$ cat config.mk
export PLATFORM = sky130hd
export DESIGN_NAME = psda_accum
export DESIGN_NICKNAME = d
export VERILOG_FILES = /design/src/psda_pkg.sv /design/src/psda_accum.sv
export SDC_FILE = /design/constraint.sdc
export NUM_CORES = 2
export LEC_CHECK = 0
export BUFFER_PORTS_ARGS = -buffer_cell sky130_fd_sc_hd__buf_2
export CAP_MARGIN = 40
export CORE_AREA = 2 2 474 476
export CTS_BUF_LIST = sky130_fd_sc_hd__clkbuf_4 sky130_fd_sc_hd__clkbuf_8
export DETAILED_ROUTE_END_ITERATION = 6
export DIE_AREA = 0 0 476 478
export HOLD_SLACK_MARGIN = 0.05
export PLACE_DENSITY = 0.4
export SYNTH_ARGS = -nofsm -noshare
export SYNTH_HDL_FRONTEND = slang
export SYNTH_SLANG_ARGS = --single-unit
export TNS_END_PERCENT = 20
$ cat constraint.sdc
create_clock -name clk -period 3.82 [get_ports clk]
set_input_delay 0.764 -clock clk [delete_from_list [all_inputs] [get_ports clk]]
set_output_delay 0.764 -clock clk [all_outputs]
set_load 0.05 [all_outputs]
$ cat src/psda_pkg.sv
`default_nettype none

package psda_pkg;

    localparam int MAX_SOURCES  = 5;
    localparam int SUM_WIDTH    = 48;
    localparam int NUM_PAIRS    = MAX_SOURCES * (MAX_SOURCES + 1) / 2;
    localparam int PTR_W        = $clog2(NUM_PAIRS);
    localparam int NUM_COL_REGS = 5;
    localparam int SAMPLE_W     = 16;
    localparam int SQ_W         = 32;
    localparam int DIST_W       = 48;
    localparam int MEMBER_W     = 3;
    localparam int COL_W        = 8;
    localparam int COUNT_W      = 3;
    localparam int CFG_IDX_W    = 3;
    localparam int MIN_SOURCES  = 3;

    localparam logic [1:0] MODE_VALUE    = 2'd0;
    localparam logic [1:0] MODE_ROW_END  = 2'd1;
    localparam logic [1:0] MODE_END_DATA = 2'd2;

    localparam logic [CFG_IDX_W-1:0] REG_TARGET = 3'd0;
    localparam logic [CFG_IDX_W-1:0] REG_SRC1   = 3'd1;
    localparam logic [CFG_IDX_W-1:0] REG_SRC2   = 3'd2;
    localparam logic [CFG_IDX_W-1:0] REG_SRC3   = 3'd3;
    localparam logic [CFG_IDX_W-1:0] REG_SRC4   = 3'd4;
    localparam logic [CFG_IDX_W-1:0] REG_SRC5   = 3'd5;
    localparam logic [CFG_IDX_W-1:0] REG_COUNT  = 3'd6;

    localparam logic [DIST_W-1:0] DIST_MAX = {DIST_W{1'b1}};

    typedef logic signed [SAMPLE_W-1:0] sample_t;
    typedef sample_t [MAX_SOURCES:0] slots_t;
    typedef logic [NUM_PAIRS-1:0][SQ_W-1:0] squares_t;
    typedef logic [NUM_PAIRS-1:0][SUM_WIDTH-1:0] sums_t;

    typedef struct packed {
        logic [1:0] mode;
        sample_t    sample;
    } in_t;

    typedef struct packed {
        logic [MEMBER_W-1:0] first_member;
        logic [MEMBER_W-1:0] second_member;
        logic [DIST_W-1:0]   distance;
        logic                last;
    } out_t;

    typedef struct packed {
        logic [COL_W-1:0]                     target;
        logic [NUM_COL_REGS-1:0][COL_W-1:0]   source_col;
        logic [COUNT_W-1:0]                   source_count;
    } cfg_t;

    // Marks travelling down the pipeline with each request
    typedef struct packed {
        logic row_end;
        logic end_data;
    } mark_t;

    function automatic logic [COUNT_W-1:0] active_sources(input logic [COUNT_W-1:0] count);
        logic [COUNT_W-1:0] n;
        n = count;
        if (n < COUNT_W'(MIN_SOURCES))
            n = COUNT_W'(MIN_SOURCES);
        if (n > COUNT_W'(MAX_SOURCES))
            n = COUNT_W'(MAX_SOURCES);
        return n;
    endfunction

    // Pair p in emission order: target pairs first, then source pairs i<j
    function automatic int pair_first(input int p);
        int k;
        int r;
        k = 0;
        r = 0;
        for (int a = 0; a < MAX_SOURCES; a++)
        begin
            for (int b = a + 1; b <= MAX_SOURCES; b++)
            begin
                if (k == p)
                    r = a;
                k++;
            end
        end
        return r;
    endfunction

    function automatic int pair_second(input int p);
        int k;
        int r;
        k = 0;
        r = 0;
        for (int a = 0; a < MAX_SOURCES; a++)
        begin
            for (int b = a + 1; b <= MAX_SOURCES; b++)
            begin
                if (k == p)
                    r = b;
                k++;
            end
        end
        return r;
    endfunction

endpackage

`default_nettype wire

$ cat src/psda_accum.sv
`default_nettype none

module psda_accum (
    input  wire logic                         clk,
    input  wire logic                         rst_n,
    input  wire logic                         adv,
    input  wire psda_pkg::mark_t              mark,
    input  wire psda_pkg::squares_t           squares,
    input  wire logic [psda_pkg::COUNT_W-1:0] n,
    output psda_pkg::sums_t                   sums
);
    import psda_pkg::*;

    sums_t sum_reg;

    genvar p;
    generate
        for (p = 0; p < NUM_PAIRS; p++)
        begin : g_pair
            localparam int B = pair_second(p);
            logic [SUM_WIDTH:0]   total;
            logic [SUM_WIDTH-1:0] sum_next;

            assign total = {1'b0, sum_reg[p]} + (SUM_WIDTH + 1)'(squares[p]);

            always_comb
            begin
                sum_next = sum_reg[p];
                if (mark.end_data)
                    sum_next = '0;
                else if (mark.row_end && (COUNT_W'(B) <= n))
                    sum_next = total[SUM_WIDTH] ? {SUM_WIDTH{1'b1}} : total[SUM_WIDTH-1:0];
            end

            always_ff @(posedge clk or negedge rst_n)
            begin
                if (!rst_n)
                    sum_reg[p] <= '0;
                else if (adv)
                    sum_reg[p] <= sum_next;
            end
        end
    endgenerate

    assign sums = sum_reg;

endmodule

`default_nettype wire

Word level (Yosys, flattened, before mapping)
Cells that the tools add are included.
{"block": "totals", "register_bits": 720, "out_inout_bits": 720, "wordCells": 95, "in_bits": 488}
{"block": "op_classes", "addsub": 15, "n_reduce_logical": 15, "order_cmp": 5, "mux": 45}
{"operator": "$mux 48", "n": 45}
{"operator": "$add 48x32->49", "n": 15}
{"operator": "$reduce_and 2->1", "n": 5}
{"operator": "$reduce_bool 2->1", "n": 5}
{"operator": "$le 2x3->1 const A", "n": 2}
{"operator": "$le 3x3->1 const A", "n": 2}
{"operator": "$logic_and 1x1->1", "n": 5}
{"operator": "$le 1x3->1 const A", "n": 1}

Longest topological paths before layout
{"block": "depth", "word_depth": 4, "ltp_mapped": 14, "ltp_nobuf": 12}

Worst setup path after synthesis
No wires, ideal clock.
{"block": "synth_timing", "path_kind": "input to register", "startpoint": "input squares[448] (netlist name)", "endpoint": "register sum_reg, in the netlist sums[702]", "path_buffers": 1, "setup_time_ps": 126, "path_slack_ps": 4, "arrival_ps": 3690, "path_stages": 12, "t_required_ps": 3694, "path_cell_list": "ha_1 -> fa_1 -> a21oi_1 -> nor2_1 -> or4b_4 -> a211oi_4 -> a211oi_4 -> a311oi_4 -> o31ai_2 -> nor3b_4 -> buf_6 -> a221o_1"}
{"block": "synth_via", "elab_chain_cells": 4}
{"element": "from (decl)", "line": "psda_accum.sv:8", "rtl": "input wire psda_pkg::squares_t squares,"}
{"element": "$add 48x32->49", "line": "psda_accum.sv:24", "rtl": "assign total = {1'b0, sum_reg[p]} + (SUM_WIDTH + 1)'(squares[p]);"}
{"element": "$mux 48", "line": "psda_accum.sv:32", "rtl": "sum_next = total[SUM_WIDTH] ? {SUM_WIDTH{1'b1}} : total[SUM_WIDTH-1:0];"}
{"element": "$mux 48", "line": "psda_accum.sv:31", "rtl": "else if (mark.row_end && (COUNT_W'(B) <= n))"}
{"element": "$mux 48", "line": "psda_accum.sv:29", "rtl": "if (mark.end_data)"}
{"element": "to (signal, indexed assignment)", "line": "psda_accum.sv:40", "rtl": "sum_reg[p] <= sum_next;"}
{"element": "to (decl)", "line": "psda_accum.sv:14", "rtl": "sums_t sum_reg;"}
No other way between the ends. The select of a mux whose other input is x is not followed.
A chain may end at the register's enable or synchronous reset.

Final worst setup path
{"block": "layout_timing", "startpoint": "register sum_reg, in the netlist sums[672]", "endpoint": "register sum_reg, in the netlist sums[717]"}
{"block": "layout_via", "elab_chain_cells": 4}
{"element": "$add 48x32->49", "line": "psda_accum.sv:24"}
{"element": "$mux 48", "line": "psda_accum.sv:32"}
{"element": "$mux 48", "line": "psda_accum.sv:31"}
{"element": "$mux 48", "line": "psda_accum.sv:29"}
No other way between the ends. The select of a mux whose other input is x is not followed.

==> impl_metrics.py <==
metrics = {
    "outcome": {
        "status": "finished, final reports clean",
    },
    "min_path": {
        "hold_start": "squares[160]",
        "min_path_type": "input port to flop",
        "hold-path-endpoint": "sums[240]$_DFFE_PN0P_",
        "min_path_cells": 4,
    },
    "worst_setup_path": {
        "r2r_cells": 13,
        "reg2reg_from": "sums[672]$_DFFE_PN0P_",
        "slowest_stage": "or4b_4",
        "start_kind": "flop",
        "cp_common_cell": "a211oi_4",
        "end_kind": "flop",
        "worstPathCellList": "ha_1 -> fa_1 -> a21oi_1 -> nor2_1 -> or4b_4 -> a211oi_4 -> a211oi_4 -> a311oi_4 -> o31ai_2 -> nor3b_4 -> nand2_1 -> buf_12 -> o311ai_1",
        "crit_arrival_ns": 4.36,
        "critical_path_class": "flop to flop",
        "path_buf_inv": 1,
        "cp.depth": 13,
        "worst_ep_required_time_ns": 4.56,
        "path_max_fanout": 10,
        "max_stage_delay_ns": 0.50,
        "ff2ff_setup_slack_ns": 0.20,
        "cp_top_family": "compound AO/OA/AOI/OAI gates",
        "r2r-end": "sums[717]$_DFFE_PN0P_",
    },
    "sta": {
        "slew_headroom": 0.350,
        "final-setup-viol-count": 0,
        "timing.final.max_slew_violations": 0,
        "max_freq_mhz": 276,
        "hold_violations": 0,
        "rsz0062_at_grt": "no",
        "min_period_ns": 3.62,
        "skew_ns": 0.0633,
        "postLayoutSetupSlackWorst_ns": 0.198,
        "min_period_over_period": 0.948,
        "max_slew.worst_pin.slew_ns": 0.974,
    },
    "routing": {
        "drtIter0Drc": 3428,
        "first_pass_iters": 7,
        "vias": 59900,
        "drt-total-wl_mm": 277,
        "drc": 0,
        "wire_per_inst_um": 23.8,
        "ant_nets": 0,
        "viasPerCell": 5.14,
    },
    "logic_synthesis": {
        "yosysSeqAreaShare": 0.319,
        "synthArstFlopShare": 1.00,
        "yosysWarnings": 0,
        "ys_seq_elements": 720,
        "syn_inst": 6962,
        "yosysTopAreaCell": "dfrtp_1",
        "synth_area_leaders": "dfrtp_1 32%, ha_1 11%, nand2_1 7.9%, o21ai_0 6.2%, a21oi_1 5.4%",
        "avgSynthCellArea_sq_um": 8.10,
        "ys_types": 92,
        "syn_nets": 7945,
        "synth_flop_cell": "dfrtp_1",
        "synth_edf_count": 0,
        "netlist_area_sq_um": 56400,
        "synth_top_area_frac": 0.319,
    },
    "finish": {
        "mostFrequentLayoutCell": "buf_2",
        "final_cell_mix": "1206 x buf_2, 1179 x nand2_1, 720 x dfrtp_1",
        "syn_to_final_growth_pct": 28.9,
        "largest_reg_flops": 720,
        "stdcell_area_sq_um": 72700,
        "layout.cells.non_filler": 11700,
        "final_core_util": 0.326,
        "drive_gt1_frac": 0.237,
        "nets": 9489,
    },
    "clocking": {
        "clock_tree.buffer_depth": 3,
        "cts_tree": "yes",
        "clkTransAtPathRegs_ns": 0.06,
        "cts-root-buf": "clkbuf_8",
        "clock_sinks": 720,
        "numCtsBuffers": 158,
        "cts_max_level": 4,
        "clock_latency_ns": 0.93,
        "cts_setup_buffers": 0,
    },
    "floorplan": {
        "start_util": 0.253,
        "die_x_um": 476,
        "fp.dieArea_sq_um": 228000,
        "rows": 174,
        "boundaryPins": 1208,
        "dieHeight_um": 478,
        "core_area_sq_um": 223000,
    },
    "placement": {
        "dpl.cell_count": 11300,
        "io_buffers": 1207,
        "dp_hpwl_mm": 220,
        "post-place-ws_ns": -0.319,
        "place_area_sq_um": 69300,
        "gp_congestion": 0.930,
    },
    "power_and_ir_drop": {
        "switching_share": 0.420,
        "p_comb_frac": 0.399,
        "p_total_mw": 30.5,
        "switching_power_mw": 12.8,
        "p_int_mw": 17.7,
        "irDropWorstVdd_uv": 332,
        "power_density_nw_per_um2": 419,
        "seqPwrFrac": 0.295,
        "p_leak_nw": 38.5,
        "power.clock.fraction": 0.306,
    },
    "grt": {
        "antenna_found_initial": 81,
        "grt_overflow": 0,
        "grt_pass1_wl_mm": 405,
        "track_usage": 0.235,
        "grt_pass1_vias": 59700,
        "grt_start_max_net_pins": 162,
    },
    "flow_run": {
        "maxCapViolCount": 0,
    },
}
per-stage QoR:
step                setup TNS, ns  hold slack (ns)
floorplan                       0            0.468
global placement           -33.30            0.476
detailed placement         -40.92            0.483
CTS                             0           0.0519
global route                    0            0.134
finish                          0            0.216
worst max-delay path by stage:
stage,endpoint,slack (ns),from
after floorplan,sums[702]$_DFFE_PN0P_,0.004,squares[448]
after global placement,sums[334]$_DFFE_PN0P_,-0.37,squares[192]
after detailed placement,sums[334]$_DFFE_PN0P_,-0.32,squares[192]
after CTS,sums[717]$_DFFE_PN0P_,0.08,sums[672]$_DFFE_PN0P_
after global routing,sums[334]$_DFFE_PN0P_,0.01,sums[292]$_DFFE_PN0P_
final,sums[717]$_DFFE_PN0P_,0.20,sums[672]$_DFFE_PN0P_
worst min-delay path, cell delays in order:
cell and delay [ns]:
buf_2 0.08, ha_1 0.13, o21ai_0 0.08, nand2_1 0.06
cell families after synthesis:
family / Yosys count / share of synthesized area
xor+xnor: 410 / 0.0637
flops: 720 / 0.319
simple gates: 2403 / 0.197
compound gates: 2487 / 0.277
mux: 13 / 0.00231
fa+ha+maj: 495 / 0.112
buf+inv: 434 / 0.0293
power groups by stage:
stage / Clock, mW / Combinational (mW) / Sequential [mW]
floorplan: 0 / 5.92 / 11.1
global placement: 0 / 12.1 / 9.09
detailed placement: 0 / 12.1 / 9.11
CTS: 9.74 / 12.2 / 8.99
global route: 10.0 / 13.3 / 9.06
finish: 9.33 / 12.2 / 8.97
cell usage after synthesis (50+ instances only):
| cell | count |
|---|---|
| nand2_1 | 1184 |
| dfrtp_1 | 720 |
| o21ai_0 | 697 |
| a21oi_1 | 605 |
| ha_1 | 480 |
| a21o_1 | 337 |
| nor2_1 | 325 |
| clkbuf_1 | 271 |
| xnor2_1 | 252 |
| nand3_1 | 199 |
| xor2_1 | 158 |
| inv_1 | 137 |
| a31oi_1 | 130 |
| and3_1 | 119 |
| nand4_1 | 111 |
| nor3_1 | 109 |
| o211ai_1 | 83 |
| o21bai_1 | 79 |
| o21ai_1 | 67 |
| a211oi_1 | 63 |
| and2_1 | 61 |
| o21a_1 | 61 |
| or3_1 | 50 |
timing repair:
action,4_1_cts,5_1_grt
endpoints found under the hold margin,29,0
resized for setup,0,9
hold buffers,3,0
endpoints found under the setup margin,0,63
layout make-up:
| cell class | instances | area (sq um) |
|---|---|---|
| multi-input cells | 5808 | 36900 |
| inverters | 137 | 514 |
| clock inverters | 29 | 245 |
| clock buffers | 246 | 3040 |
| fillers | 24000 | 150000 |
| flip-flops and latches | 720 | 18000 |
| diodes | 38 | 95.1 |
| repair buffers | 1681 | 10200 |
| well taps | 2992 | 3740 |
layer usage:
metal	global-route usage	vias up	wire [um]
li1	-	28700	-
met1	0.282	29000	114000
met2	0.386	1645	128000
met3	0.0729	406	22100
met4	0.0991	64	12200
met5	0	-	418
Note: power is estimated with default switching activity, not from simulation.
