<file path="src/psda_pkg.sv">
`default_nettype none

package psda_pkg;

    localparam int MAX_SOURCES  = 5;
    localparam int SUM_WIDTH    = 48;
    localparam int NUM_PAIRS    = MAX_SOURCES * (MAX_SOURCES + 1) / 2;
    localparam int PTR_W        = $clog2(NUM_PAIRS);
    localparam int NUM_COL_REGS = 5;
    localparam int SAMPLE_W     = 16;
    localparam int SQ_W         = 32;
    localparam int DIST_W       = 48;
    localparam int MEMBER_W     = 3;
    localparam int COL_W        = 8;
    localparam int COUNT_W      = 3;
    localparam int CFG_IDX_W    = 3;
    localparam int MIN_SOURCES  = 3;

    localparam logic [1:0] MODE_VALUE    = 2'd0;
    localparam logic [1:0] MODE_ROW_END  = 2'd1;
    localparam logic [1:0] MODE_END_DATA = 2'd2;

    localparam logic [CFG_IDX_W-1:0] REG_TARGET = 3'd0;
    localparam logic [CFG_IDX_W-1:0] REG_SRC1   = 3'd1;
    localparam logic [CFG_IDX_W-1:0] REG_SRC2   = 3'd2;
    localparam logic [CFG_IDX_W-1:0] REG_SRC3   = 3'd3;
    localparam logic [CFG_IDX_W-1:0] REG_SRC4   = 3'd4;
    localparam logic [CFG_IDX_W-1:0] REG_SRC5   = 3'd5;
    localparam logic [CFG_IDX_W-1:0] REG_COUNT  = 3'd6;

    localparam logic [DIST_W-1:0] DIST_MAX = {DIST_W{1'b1}};

    typedef logic signed [SAMPLE_W-1:0] sample_t;
    typedef sample_t [MAX_SOURCES:0] slots_t;
    typedef logic [NUM_PAIRS-1:0][SQ_W-1:0] squares_t;
    typedef logic [NUM_PAIRS-1:0][SUM_WIDTH-1:0] sums_t;

    typedef struct packed {
        logic [1:0] mode;
        sample_t    sample;
    } in_t;

    typedef struct packed {
        logic [MEMBER_W-1:0] first_member;
        logic [MEMBER_W-1:0] second_member;
        logic [DIST_W-1:0]   distance;
        logic                last;
    } out_t;

    typedef struct packed {
        logic [COL_W-1:0]                     target;
        logic [NUM_COL_REGS-1:0][COL_W-1:0]   source_col;
        logic [COUNT_W-1:0]                   source_count;
    } cfg_t;

    // Marks travelling down the pipeline with each request
    typedef struct packed {
        logic row_end;
        logic end_data;
    } mark_t;

    function automatic logic [COUNT_W-1:0] active_sources(input logic [COUNT_W-1:0] count);
        logic [COUNT_W-1:0] n;
        n = count;
        if (n < COUNT_W'(MIN_SOURCES))
            n = COUNT_W'(MIN_SOURCES);
        if (n > COUNT_W'(MAX_SOURCES))
            n = COUNT_W'(MAX_SOURCES);
        return n;
    endfunction

    // Pair p in emission order: target pairs first, then source pairs i<j
    function automatic int pair_first(input int p);
        int k;
        int r;
        k = 0;
        r = 0;
        for (int a = 0; a < MAX_SOURCES; a++)
        begin
            for (int b = a + 1; b <= MAX_SOURCES; b++)
            begin
                if (k == p)
                    r = a;
                k++;
            end
        end
        return r;
    endfunction

    function automatic int pair_second(input int p);
        int k;
        int r;
        k = 0;
        r = 0;
        for (int a = 0; a < MAX_SOURCES; a++)
        begin
            for (int b = a + 1; b <= MAX_SOURCES; b++)
            begin
                if (k == p)
                    r = b;
                k++;
            end
        end
        return r;
    endfunction

endpackage

`default_nettype wire

</file>
<file path="src/psda_latch.sv">
`default_nettype none

module psda_latch (
    input  wire logic            clk,
    input  wire logic            rst_n,
    input  wire logic            adv,
    input  wire logic            item_valid,
    input  wire psda_pkg::in_t   item,
    input  wire psda_pkg::cfg_t  cfg,
    output psda_pkg::slots_t     slots,
    output psda_pkg::mark_t      mark
);
    import psda_pkg::*;

    logic [COL_W-1:0]   col_reg;
    logic [COL_W-1:0]   col_next;
    slots_t             slots_reg;
    slots_t             slots_next;
    mark_t              mark_reg;
    mark_t              mark_next;
    logic [COL_W-1:0]   col_inc;
    logic               matched;
    logic [COUNT_W-1:0] n;

    assign n       = active_sources(cfg.source_count);
    assign col_inc = col_reg + COL_W'(1);

    always_comb
    begin
        col_next   = col_reg;
        slots_next = slots_reg;
        mark_next  = '0;
        matched    = 1'b0;
        if (item_valid)
        begin
            case (item.mode)
                MODE_VALUE, MODE_ROW_END:
                begin
                    // A saturated counter matches nothing
                    if (col_reg != {COL_W{1'b1}})
                    begin
                        col_next = col_inc;
                        if (col_inc == cfg.target)
                        begin
                            slots_next[0] = item.sample;
                            matched = 1'b1;
                        end
                        for (int s = 0; s < MAX_SOURCES; s++)
                        begin
                            if (!matched && (COUNT_W'(s) < n)
                                && (col_inc == cfg.source_col[s]))
                            begin
                                slots_next[s + 1] = item.sample;
                                matched = 1'b1;
                            end
                        end
                    end
                    if (item.mode == MODE_ROW_END)
                    begin
                        col_next = '0;
                        mark_next.row_end = 1'b1;
                    end
                end
                MODE_END_DATA:
                begin
                    col_next   = '0;
                    slots_next = '0;
                    mark_next.end_data = 1'b1;
                end
                default:
                begin
                    mark_next = '0;
                end
            endcase
        end
    end

    always_ff @(posedge clk or negedge rst_n)
    begin
        if (!rst_n)
        begin
            col_reg   <= '0;
            slots_reg <= '0;
            mark_reg  <= '0;
        end
        else if (adv)
        begin
            col_reg   <= col_next;
            slots_reg <= slots_next;
            mark_reg  <= mark_next;
        end
    end

    assign slots = slots_reg;
    assign mark  = mark_reg;

endmodule

`default_nettype wire

</file>
<file path="config.mk">
export PLATFORM = sky130hd
export DESIGN_NAME = psda_latch
export DESIGN_NICKNAME = d
export VERILOG_FILES = /design/src/psda_pkg.sv /design/src/psda_latch.sv
export SDC_FILE = /design/constraint.sdc
export NUM_CORES = 1
export LEC_CHECK = 0
export ABC_AREA = 1
export ABC_CLOCK_PERIOD_IN_PS = 2530
export BUFFER_PORTS_ARGS = -buffer_cell sky130_fd_sc_hd__buf_2
export CAP_MARGIN = 20
export CORE_ASPECT_RATIO = 1.25
export CORE_UTILIZATION = 51
export DETAILED_ROUTE_END_ITERATION = 6
export GPL_ROUTABILITY_DRIVEN = 0
export GPL_TIMING_DRIVEN = 0
export PLACE_DENSITY_LB_ADDON = 0.05
export SETUP_SLACK_MARGIN = 0.02
export SYNTH_ARGS = -nofsm -noshare
export SYNTH_HDL_FRONTEND = slang
export SYNTH_SLANG_ARGS = --single-unit
</file>
<file path="constraint.sdc">
create_clock -name clk -period 2.53 [get_ports clk]
set_clock_uncertainty 0.15 [all_clocks]
set_input_delay 0.253 -clock clk [delete_from_list [all_inputs] [get_ports clk]]
set_output_delay 0.253 -clock clk [all_outputs]
set_load 0.02 [all_outputs]
</file>
# Word level (Yosys, flattened, before mapping)
# Index checks and enable logic that the tools add are counted.
# word_totals
reg_bits,106
latch_bits,0
ramBits,0
romBits,0
inputBits,73
out_inout_bits,98
word_cells,96
n_memories,0
# op_classes
addsub,1
n_mul,0
div,0
magnitude_cmp,7
n_eq_ne,17
n_shift,0
muxes,37
bitwise,0
n_reduce_logical,25
# ops
operator,n
$pmux W96 S2,1
$mux W16,6
$mux W96,1
$eq A8 B8 Y1,6
$reduce_and A5 Y1,6
$mux W1,23
$mux W8,2
$pmux W8 S2,1
$ne A2 B2 Y1 const B,7
$logic_and A1 B1 Y1,10
$add A8 B1 Y8 const B,1
$ne A8 B8 Y1 const B,1
$lt A1 B3 Y1 const A,2
$lt A2 B3 Y1 const A,2
$mux W3,2
$logic_not A1 Y1,5
$reduce_and A4 Y1,1
$gt A3 B3 Y1 const B,1
$lt A3 B2 Y1 const B,1
$lt A3 B3 Y1 const A,1
$ne A3 B3 Y1 const B,1
$eq A2 B1 Y1 const B,1
$eq A2 B2 Y1 const B,1
$logic_not A2 Y1,1
other kinds (3),3

# Depth between registers and ports, before layout
# depth
word_depth,40
ltp_mapped,20
depth_no_buf,19

# Least setup slack after synthesis
# OpenSTA, ideal clock, no wires.
# synth_path
path_type,flip-flop to flip-flop
start,register col_reg[1]
end,register slots_reg (netlist bit slots[70])
setup_time_ns,0.117
arrival_time_ns,1.983
required_ns,2.263
path_slack_ns,0.280
path_stages_with_launch,18
path_buffers,2
synth_period_minus_slack_ns,2.250
path_cell_list,dfrtp_1 > ha_1 > buf_2 > inv_1 > nand2_1 > o21a_1 > nand3_1 > nor2_1 > nand2_1 > inv_1 > nand2_1 > nor2_1 > nor2_2 > nand3_1 > nand2_2 > buf_4 > nand3_1 > nand2_1
# synth_between
elab_chain_len,32
elab_cells_between_ends,38
classes_between,add/sub: 1; eq/ne: 8; mux: 16; reduce/logical: 13
# synth_rtl
element,line_no,rtl
start: declaration,psda_latch.sv:15,logic [COL_W-1:0] col_reg;
start signal: assignment,psda_latch.sv:88,col_reg <= col_next;
$add A8 B1 Y8,psda_latch.sv:26,assign col_inc = col_reg + COL_W'(1);
$eq A8 B8 Y1,psda_latch.sv:43,if (col_inc == cfg.target)
$mux W1,psda_latch.sv:43,
$mux W1,psda_latch.sv:40,if (col_reg != {COL_W{1'b1}})
$mux W1,psda_latch.sv:36,case (item.mode)
$mux W1,psda_latch.sv:34,if (item_valid)
$logic_not A1 Y1,psda_latch.sv:50,if (!matched && (COUNT_W'(s) < n)
$logic_and A1 B1 Y1,psda_latch.sv:50,
[... 16 more ...],n/a,
$mux W1,psda_latch.sv:40,
$mux W1,psda_latch.sv:36,
$mux W1,psda_latch.sv:34,
$logic_not A1 Y1,psda_latch.sv:50,
$logic_and A1 B1 Y1,psda_latch.sv:50,
$logic_and A1 B1 Y1,psda_latch.sv:51,&& (col_inc == cfg.source_col[s]))
$ne A2 B2 Y1 (no source line),n/a,
$reduce_and A5 Y1 (no source line) *,n/a,
end signal: assignment,psda_latch.sv:89,slots_reg <= slots_next;
end: declaration,psda_latch.sv:17,slots_t slots_reg;
# Mark *: on every way between the ends. The rest lies on a longest branch, timed or not. The select of a mux whose other input is x is not followed.
# A chain may end at the register's enable or synchronous reset.

# Worst setup path in the final report
# layout_path
start,register col_reg[1]
end,register slots_reg (netlist bit slots[87])
# layout_between
elab_chain_len,39
elab_cells_between_ends,46
classes_between,add/sub: 1; eq/ne: 9; mux: 20; reduce/logical: 16
# layout_rtl
element,line_no
$add A8 B1 Y8,psda_latch.sv:26
$eq A8 B8 Y1,psda_latch.sv:43
$mux W1,psda_latch.sv:43
$mux W1,psda_latch.sv:40
$mux W1,psda_latch.sv:36
$mux W1,psda_latch.sv:34
$logic_not A1 Y1,psda_latch.sv:50
$logic_and A1 B1 Y1,psda_latch.sv:50
[... 23 more ...],n/a
$mux W1,psda_latch.sv:40
$mux W1,psda_latch.sv:36
$mux W1,psda_latch.sv:34
$logic_not A1 Y1,psda_latch.sv:50
$logic_and A1 B1 Y1,psda_latch.sv:50
$logic_and A1 B1 Y1,psda_latch.sv:51
$ne A2 B2 Y1 (no source line),n/a
$reduce_and A5 Y1 (no source line) *,n/a
# Marks and branches as above.

==> results.md <==
* Cell leakage power at 4.08 nW
* Port Buffers at 170
* Metal-1 WL at 6130 um
* Gr usage total at 29.0%
* Core area at approximately 10000 um2
* Die Ht at 115 um
* Area grow syn2layout at 40.6%
* Post-route design area at 7340 um2
* Nets at 959
* Worst Setup End Kind: flop
* Crit Reg-Reg Startpoint: col_reg[1]
* Placed insts at just under 1000
* Die Wd at a little over 90 um
* Total number of vias at 5267
* First-pass GRT wire length at 23700 um
* Antenna diodes at 0
* CP startpoint: col_reg[1]
* Vias/cell at 5.19
* Hold Crit Start: item_valid
* WS Path Type: flop to flop
* Mapped Cells at around 670
* Seq/Total Area, Yosys at 50.8%
* Largest register FFs at 96
* I/O pins at around 170
* # rows at 40
* Starting DRT DRC Count at 263
* Max-Slew Margin vs Limit at a little under 70%
* Clock slew at reported path FFs at 0.07 ns
* Highest metal used: met4
* Cell Area, Synth at about 5200 um2
* RSZ-0062 raised after global routing: yes
* Clk_lat worst skew at 0.34 ns
* Status: finished with violations
* Max frequency at 0.392 GHz
* Final min period at between 2 and 3 ns
* Longest Clk Path Bufs at 2
* Total Routed Length at 16000 um
* Crit-path max FO at 8
* Syn. warnings at 0
* Initial antenna violation count at 0
* Worst EP arrival at 2.64 ns
* # setup viols final at 12
* Setup ws final at -0.0241 ns
* Worst VDD drop at around 0.65 mV
* Synth top area share at 50.8%
* Root Buffer: clkbuf_16
* Yosys cell types at 30
* Power, Total at 5.49 mW
* Failing checks: negative setup slack
* Power Density at 748 nW/um2
* Period Utilization, post-route at 101%
* H-tree Lvls at 3
* Avg WL per Cell at 15.8 um
* First-pass DRT Iterations at 5
* Initial Util at between 50% and 60%
* Async S/R FF share, synth at 100%
* Final Hold Vio Count at 0
* FF+latch count, synth at 106
* Synth top area cells: dfrtp_1 51%, nand2_1 19%, nand3_1 5.8%
* Pin count of the biggest net entering global routing at 73
* EDFF count, synth at 0
* Least-Margin Pin Slew at 0.473 ns
* Ys flop type: dfrtp_1
* Share of cells above drive strength 1 at 37.0%
* DRC viols at 0
* Vias in the first global route at 4867
* WL met2 at between 8000 and 9000 um
* FILL cells at 759
* Sink Count at around 110
* Placed instance area at 6260 um2
* Cts bufs inserted at 9
* Final std cells w/o fill at a little over 1000
* Final Max Tran Viols at 0
* Synthesized area per cell at 7.75 um2
* Met3 WL at 1040 um
* Max Cap Viol at 0
* Worst setup SP type: flop
* Yosys top cell by area: dfrtp_1
* Die area at 10600 um2
* Syn nets at ~750
* DP HPWL at 11200 um
* Required @ worst endpoint at 2.62 ns
* CTS tree: done
* GRT overflow at 0
* Hold Path Class: input port to flop
* Antenna Nets Post-Route at 0
-- cells in the mapped netlist (4+ instances only) --
cell,number
nand2_1,259
nand3_1,60
buf_2,9
dfrtp_1,106
buf_4,4
nand3b_1,4
o21ai_1,21
nand2_2,11
o21ai_0,54
inv_1,64
clkbuf_1,8
nor2_1,28
xor2_1,7
xnor2_1,6
-- report_power, final --
part	switching, mW	internal (mW)
Combinational	1.16	0.732
Sequential	0.204	2.00
Clock	0.596	0.795
-- layout make-up --
type                       instances  area (um2)  area share [%]
sequential                       106        2660            36.2
tap                              126         158            2.15
clock inverter                     3        47.5           0.648
inverter                          68         255            3.48
multi-input combinational        475        2530            34.4
clock buffer                      12         246            3.36
timing repair buffer             202        1220            16.6
buffer                            23         228            3.10
-- through the flow --
stage               hold slack, ns  util (%)  setup slack, ns  setup TNS [ns]
floorplan                   -0.193         -            0.280               0
global placement             0.302      63.8           -0.134           -6.44
detailed placement          0.0860      64.1           -0.277          -11.69
CTS                         0.0763      68.5           0.0169               0
global route                0.0940      75.2           -0.188           -6.90
finish                      0.0889      75.2          -0.0241          -0.142
-- cell families (layout without fill, tap and decap cells) --
kind of cell	after synthesis	in the layout	share of synthesized area (%)
and+or+nand+nor	377	377	30.7
DFF	106	106	50.8
buffers and inverters	92	308	7.55
AOI/OAI and AO/OA	84	84	8.49
xor gates and xnor gates	13	13	2.18
adders and majority gates	1	1	0.240
-- worst max-delay path: stages, from the launching register on --
cell and delay, ns:
dfrtp_1 0.44, ha_4 0.30, buf_6 0.13, o21ai_1 0.09, nor3_2 0.15, nand2_1 0.09, nor2_1 0.10, nand2_1 0.13
nor2_1 0.14, nand2_1 0.06, inv_1 0.06, nand3_2 0.08, nand2_4 0.17, nand2_8 0.09, buf_6 0.15, nand2_2 0.06
nand2_1 0.05
-- final timing paths --
path / endpoint / slack [ns] / cells past startpoint
max in group asynchronous: col_reg[3] / 1.21 / 3
min in group asynchronous: slots[18] / 0.28 / 2
worst max register to register: slots[87] / -0.02 / 16
worst max-delay path: slots[87] / -0.02 / 16
worst min-delay path: mark[0] / 0.09 / 3
worst min register to register: slots[75] / 0.32 / 2
-- cells in the final DEF (no fill, tap or decap), types with 3 or more instances in the layout --
cell type  netlist  routed
o21ai_0         54      40
buf_8            0       3
buf_2            9     169
nand2_1        259     224
xnor2_1          6       3
buf_6            3      22
xnor2_2          0       3
o21ai_1         21      31
nand3_4          0       3
buf_4            4      17
nor2_1          28      19
nand3_2          2      10
nand3_1         60      49
inv_1           64      61
nand4_1          3       3
nor2_2           3      10
o21ai_2          0       4
nand2_4          3      14
nand2_8          0       3
dfrtp_1        106     104
xor2_1           7       7
inv_2            2       5
nand2_2         11      32
nand3b_1         4       4
clkbuf_2         0       3
nor2_4           2       4
clkbuf_1         8       4
clkbuf_16        0      11
o22ai_1          3       3
-- what timing repair did --
action,4_1_cts,5_1_grt
gates resized for setup,36,132
setup buffers,1,22
cloned,2,4
hold endpoints to repair,36,0
hold buffers,2,0
pin swaps,9,42
setup endpoints to repair,104,98
-- per-layer routing --
layer | GRT usage [%] | up-vias
li1 | - | 2544
met1 | 33.3 | 2495
met2 | 51.7 | 188
met3 | 4.96 | 40
met4 | 15.0 | 0
met5 | 0 | -
No activity file was read; power rests on OpenSTA's default activity.
